[src/bbe_pkg.sv]
package bbe_pkg;

  // Frame limits
  localparam int MAX_WIDTH  = 1024;
  localparam int MAX_HEIGHT = 4096;

  // Field and counter widths
  localparam int COL_W     = $clog2(MAX_WIDTH);      // input / output column
  localparam int WID_W     = COL_W + 1;              // frame width, 1..MAX_WIDTH
  localparam int HGT_W     = $clog2(MAX_HEIGHT) + 1; // frame height, 1..MAX_HEIGHT
  localparam int ROW_W     = $clog2(MAX_HEIGHT) + 1; // input row runs to height + 1
  localparam int OUT_ROW_W = $clog2(MAX_HEIGHT);
  localparam int CFG_W     = 13;
  localparam int CH_W      = 8;
  localparam int PIX_W     = 3 * CH_W;

  // Averaging arithmetic
  localparam int SUM_W     = 12;  // 9 * 255
  localparam int NUM_W     = 13;  // 2 * sum + count
  localparam int CNT_W     = 4;   // count is 1, 2, 3, 4, 6 or 9
  localparam int RCP_W     = 18;
  localparam int RCP_SHIFT = 18;
  localparam int PROD_W    = NUM_W + RCP_W;

  // Register reset values
  localparam logic [WID_W-1:0] WIDTH_RESET  = WID_W'(640);
  localparam logic [HGT_W-1:0] HEIGHT_RESET = HGT_W'(480);

  // Register indexes
  typedef logic [0:0] cfg_index_t;
  localparam cfg_index_t CFG_FRAME_WIDTH  = 1'b0;
  localparam cfg_index_t CFG_FRAME_HEIGHT = 1'b1;

  typedef logic [PIX_W-1:0]  pixel_t;
  typedef pixel_t [8:0]      window_t;
  typedef logic [8:0][CH_W-1:0] cells_t;

  typedef enum logic [1:0] {
    ST_IDLE,
    ST_READ,
    ST_MUL,
    ST_FIN
  } seq_state_t;

  // Window / line store control
  typedef struct packed {
    logic             rd;     // read both line stores at addr
    logic             step;   // write back and shift the window
    logic             clear;  // zero the window
    logic             post;   // show the shifted window
    logic [COL_W-1:0] addr;
  } win_ctrl_t;

  // Channel lane control
  typedef struct packed {
    logic             sum_en;
    logic             mul_en;
    logic [8:0]       mask;
    logic [CNT_W-1:0] count;
    logic [RCP_W-1:0] recip;
  } lane_ctrl_t;

  // ceil(2^18 / (2 * count)); exact floor for every numerator below 2^13
  function automatic logic [RCP_W-1:0] recip_of(input logic [CNT_W-1:0] count);
    logic [RCP_W-1:0] r;
    unique case (count)
      4'd1:    r = RCP_W'(131072);
      4'd2:    r = RCP_W'(65536);
      4'd3:    r = RCP_W'(43691);
      4'd4:    r = RCP_W'(32768);
      4'd6:    r = RCP_W'(21846);
      4'd9:    r = RCP_W'(14564);
      default: r = '0;
    endcase
    return r;
  endfunction

endpackage

[src/bbe_lane.sv]
module bbe_lane (
  input  logic                      clk,
  input  bbe_pkg::cells_t           cells,
  input  bbe_pkg::lane_ctrl_t       ctrl,
  output logic [bbe_pkg::CH_W-1:0]  avg
);
  import bbe_pkg::*;

  logic [SUM_W-1:0]  sum_next;
  logic [SUM_W-1:0]  sum;
  logic [NUM_W-1:0]  num;
  logic [PROD_W-1:0] prod;

  // Masked neighbourhood sum
  always_comb begin
    sum_next = '0;
    for (int i = 0; i < 9; i++) begin
      if (ctrl.mask[i]) begin
        sum_next = sum_next + SUM_W'(cells[i]);
      end
    end
  end

  // Rounded mean: (2*sum + count) / (2*count) by reciprocal multiply
  assign num = {sum, 1'b0} + NUM_W'(ctrl.count);

  always_ff @(posedge clk) begin
    if (ctrl.sum_en) begin
      sum <= sum_next;
    end
    if (ctrl.mul_en) begin
      prod <= PROD_W'(num) * PROD_W'(ctrl.recip);
    end
  end

  assign avg = prod[RCP_SHIFT +: CH_W];

endmodule

[config.mk]
export PLATFORM = sky130hd
export DESIGN_NAME = bbe_lane
export DESIGN_NICKNAME = d
export VERILOG_FILES = /design/src/bbe_pkg.sv /design/src/bbe_lane.sv
export SDC_FILE = /design/constraint.sdc
export NUM_CORES = 1
export LEC_CHECK = 0
export BUFFER_PORTS_ARGS = -buffer_cell sky130_fd_sc_hd__buf_2
export CORE_UTILIZATION = 50
export DETAILED_ROUTE_END_ITERATION = 8
export GPL_ROUTABILITY_DRIVEN = 0
export PLACE_DENSITY = 0.7
export SLEW_MARGIN = 10
export SYNTH_ARGS = -nofsm -noshare
export SYNTH_HDL_FRONTEND = slang
export SYNTH_SLANG_ARGS = --single-unit
[constraint.sdc]
create_clock -name clk -period 21.9 [get_ports clk]
set_input_delay 2.19 -clock clk [delete_from_list [all_inputs] [get_ports clk]]
set_output_delay 2.19 -clock clk [all_outputs]
set_load 0.1 [all_outputs]
==> flow_summary_export.csv, run 1 <==
group,metric,value,unit
synth,yosysUniqueCellTypes,63,
setup_path,cpMostUsedCell,"ha_1",
synth,syn_avg_cell_area,8.58,µm²
timing,fmax,94.1,MHz
hold_path,hold_start,"sum[11]",
outcome,status,"complete, no violations",
die,die-area,22100,µm²
run,max-cap-violations,0,
synth,async_reset_ff_share,0,%
placement,dp_hpwl,20100,µm
setup_path,cp_slowest_cell,"fa_1",
setup_path,startpoint_type,"primary input",
placement,place_ws,11000,ps
detailed_routing,totalWireLength,24100,µm
finish,syn_to_final_growth,8.81,%
clocking,clockBufferDepth,2,
finish,most-common-layout-cells,"inv_1, nand2_1, fa_1, ha_1, buf_2",
timing,hold_violations,0,
finish,design_area,11700,µm²
die,dieHeight,149,µm
timing,finalCritPeriodShare,48.5,%
setup_path,r2r_start,"sum[0]",
finish,nets,1741,
detailed_routing,vias,8558,
die,core,21000,µm²
setup_path,critPathKind,"primary input to flip-flop",
setup_path,cp.required,21910,ps
die,die_w,149,µm
clocking,clkTransAtPathRegs,70,ps
clocking,root_buffer,"clkbuf_16",
global_route,gr-total-overflow,0,
global_route,grt_pass1_vias,9000,
synth,ys_seq_area_share,5.59,%
synth,yosysTopAreaCell,"fa_1",
timing,slew_viol_final,0,
clocking,postCtsSetupBuffers,0,
global_route,antenna_found_initial,0,
synth,ys_warn_count,0,
setup_path,crit_path_end_kind,"flip-flop",
die,std_cell_rows,53,
setup_path,crit_arrival,10630,ps
synth,synthTopCellsByArea,"fa_1, ha_1, inv_1",
timing,relSlewSlack,36.5,%
timing,tns,0,ps
clocking,cts_tree,"yes",
detailed_routing,wl_per_cell,14.9,µm
global_route,grt_max_degree,19,
global_route,track_usage,23.4,%
setup_path,critPathMaxFanout,8,
setup_path,slowest_delay,440,ps
timing,fin_ws,11270,ps
detailed_routing,via_per_inst,5.30,
hold_path,min-delay-path-class,"flip-flop to flip-flop",
die,ios,114,
clocking,clock_latency,260,ps
timing,finalSetupViolCount,0,
synth,synth_edf_count,20,
finish,final_common_cell,"inv_1",
finish,drive_gt1_share,12.9,%
placement,port_buffers,113,
clocking,cts_hold_buf,0,
clocking,post_cts_resize_count,0,
clocking,cts_num_sinks,20,
clocking,h-tree-depth,1,
setup_path,cp-startpoint,"ctrl[22]",
global_route,grt_pass1_wl,41700,µm
timing,min_period,10630,ps
detailed_routing,drtAntennaViolNets,0,
detailed_routing,drtIter0Drc,325,
synth,synth_flop_cell,"edfxtp_1",
detailed_routing,drtPass1Iterations,5,
synth,netlist_instances,1253,
synth,synth_seq_cells,20,
timing,worst_slew_pin_slew,951,ps
synth,synthesis.area,10700,µm²
detailed_routing,route.detailed.drc,0,
synth,yosysTopAreaCellShare,32.8,%
die,initial_utilization,51.1,%
placement,placed_cell_area,11600,µm²
synth,syn_nets,1653,
finish,antenna_cells,0,
clocking,cts_inserted_buffers,3,
timing,rsz0062_at_grt,"false",
timing,skew,6.84,ps
state kept, by name, indices dropped and copies added, names as in the netlist:
register  flops
sum          12
prod          8
final timing paths:
| path | to | slack [ps] | cells after the start |
|---|---|---|---|
| max | sum[10] | 11270 | 44 |
| min | prod[25] | 1250 | 6 |
| max reg2reg | prod[25] | 14340 | 24 |
| min reg2reg | prod[25] | 1250 | 6 |
stage by stage:
stage,std cells,hold WS (ps),util [%]
floorplan,1253,954,-
global placement,1611,1220,55.1
detailed placement,1611,1200,55.1
CTS,1615,1240,55.6
global route,1615,1310,55.6
finish,1615,1250,55.6
kinds of logic (layout without fill, tap and decap cells):
logic type | count (synthesis) | count (layout) | share of synthesized area (%)
compound gates | 213 | 213 | 13.2
xor+xnor | 69 | 69 | 6.08
fa+ha+maj | 295 | 295 | 46.6
buf+inv | 250 | 337 | 8.73
flops | 20 | 20 | 5.59
mux | 32 | 32 | 3.26
simple gates | 374 | 374 | 16.5
metal layers:
metal  track usage [%]  wire, µm  vias up
met3              1.72       819       40
met2              41.7     11900      167
met1              30.7     10900     4152
met5                 0         0        -
li1                  -         -     4199
met4              5.82       562        0
worst max-delay path, delay by kind of cell:
family,cells,cell delay [ps]
compound gates,27,4500
buf+inv,3,280
xor+xnor,2,240
simple gates,2,230
fa+ha+maj,9,2900
mux,1,270
layout make-up:
class	count	area, µm²
Inverter	210	788
Fill cell	1887	9330
Clock buffer	3	75.1
Timing Repair Buffer	123	641
Multi-Input combinational cell	983	9220
Clock inverter	1	30.0
Tap cell	275	344
Sequential cell	20	601
cells in the mapped netlist (11+ instances only):
cell type / number
nand2_1: 177
xnor2_1: 46
a21oi_1: 46
a211oi_1: 14
a21o_1: 28
nand2b_1: 13
inv_1: 208
xor2_1: 18
nor2_1: 51
edfxtp_1: 20
o21ai_0: 50
fa_1: 176
nor2b_1: 54
and2_1: 36
clkbuf_1: 39
nor3_1: 11
o21a_1: 22
mux2_2: 24
ha_1: 118
Power of run 1 is not shown: default switching activity piles up to over one toggle a cycle in this logic, so the estimate is an artifact.
==> run 2: changes to the inputs <==
PLACE_DENSITY = 0.72   (was 0.7)
clock period = 8.6 ns   (was 21.9 ns; I/O delays follow)
==> flow_summary_export.csv, run 2 (synthesized netlist as in run 1, its figures left out) <==
group,metric,value,unit
outcome,status,"complete, no violations",
timing,finalSetupViolCount,0,
timing,min_period,8530,ps
setup_path,startpoint_type,"primary input",
finish,reg_top3,"sum x12, prod x8",
finish,multi_input_area,9970,µm²
clocking,cts_tree,"yes",
die,core,21000,µm²
setup_path,cp_slowest_cell,"ha_4",
detailed_routing,drtPass1Iterations,5,
clocking,clock_latency,270,ps
finish,nFillCells,1664,
detailed_routing,drtAntennaViolNets,0,
finish,top_register,"sum",
setup_path,crit_arrival,8550,ps
clocking,root_buffer,"clkbuf_16",
timing,hold_violations,0,
finish,final_common_cell,"inv_1",
clocking,clkTransAtPathRegs,80,ps
timing,slew_viol_final,0,
finish,drive_gt1_share,28.6,%
global_route,gr-total-overflow,0,
finish,register_area,601,µm²
global_route,grt_pass1_vias,9779,
die,ios,114,
setup_path,critPathMaxFanout,7,
timing,tns,0,ps
placement,dp.cells,1722,
timing,fmax,117,MHz
clocking,cts_hold_buf,0,
placement,port_buffers,113,
finish,nets,1886,
die,initial_utilization,51.1,%
die,die_w,149,µm
clocking,cts_num_sinks,20,
detailed_routing,totalWireLength,27700,µm
global_route,track_usage,24.7,%
hold_path,min-delay-path-class,"primary input to flip-flop",
finish,most-common-layout-cells,"inv_1, nand2_1, fa_1, buf_4, buf_2",
global_route,grt_pass1_wl,44100,µm
timing,finalCritPeriodShare,99.2,%
finish,largest_register_ffs,12,
detailed_routing,wl_per_cell,15.7,µm
finish,design_area,13600,µm²
setup_path,cp.required,8620,ps
timing,worst_slew_pin_slew,1000,ps
clocking,cts_inserted_buffers,3,
run,max-cap-violations,0,
clocking,clockBufferDepth,2,
finish,syn_to_final_growth,26.1,%
setup_path,cpMostUsedCell,"ha_4",
setup_path,crit_path_end_kind,"flip-flop",
finish,fin_util,64.5,%
detailed_routing,route.detailed.drc,0,
global_route,antenna_found_initial,1,
detailed_routing,vias,9492,
die,die-area,22100,µm²
timing,relSlewSlack,32.7,%
setup_path,critPathKind,"primary input to flip-flop",
placement,dp_hpwl,21300,µm
timing,skew,9.93,ps
timing,rsz0062_at_grt,"true",
detailed_routing,drtIter0Drc,339,
setup_path,slowest_delay,310,ps
placement,placed_cell_area,12400,µm²
die,std_cell_rows,53,
detailed_routing,via_per_inst,5.39,
die,dieHeight,149,µm
finish,final_cells,1761,
clocking,h-tree-depth,1,
global_route,grt_max_degree,19,
## run 2: cell types whose count changed in the layout (fill, tap and decap cells not counted), sizes merged
cell / before / now
diode: 0 / 1
buf: 123 / 268
## run 2: final timing paths
kind | startpoint | end | slack, ps | cells after the start
hold / removal | ctrl[31] | prod[24] | 960 | 1
hold reg to reg | sum[9] | prod[25] | 1280 | 6
setup reg to reg | sum[0] | prod[25] | 1610 | 23
setup / recovery | ctrl[22] | sum[11] | 70 | 46
## run 2: through the flow
step | setup WS (ps) | hold WS (ps)
2_1_floorplan | 32.7 | 954
3_5_place_dp | -673 | 1230
5_1_grt | -282 | 965
3_3_place_gp | -461 | 1240
6_report | 73.0 | 963
4_1_cts | 7.50 | 965
## run 2: routing by layer
metal,share of wire (%),wire length (µm),GRT usage [%],vias up
met3,4.3,1190,2.15,60
li1,-,-,-,4484
met5,0,0,0,-
met2,53,14700,45.3,253
met1,40,11100,31.0,4695
met4,2.7,748,6.39,0
## run 2: layout make-up
| cell class | instances | area share, % |
|---|---|---|
| Multi-Input combinational cell | 983 | 73.6 |
| Timing Repair Buffer | 268 | 12.9 |
| Inverter | 210 | 5.82 |
| Sequential cell | 20 | 4.43 |
| Tap cell | 275 | 2.54 |
| Clock buffer | 3 | 0.554 |
| Clock inverter | 1 | 0.222 |
| Antenna cell | 1 | 0.0185 |
## run 2: critical path, delay by kind of cell
family | cells | cell delay (ps)
AO/OA/AOI/OAI | 26 | 3860
adder cells (fa/ha/maj) | 9 | 2290
AND/OR/NAND/NOR | 5 | 740
buffers and inverters | 4 | 410
multiplexers | 1 | 280
XOR/XNOR | 1 | 80
## run 2: timing repair
| action | in CTS | in global routing |
|---|---|---|
| setup buffers | 9 | 26 |
| resized for setup | 44 | 114 |
| endpoints found under the setup margin | 6 | 7 |
| hold endpoints to repair | 0 | 0 |
| pin swaps | 6 | 53 |
Power of run 2 is left out for the same reason.
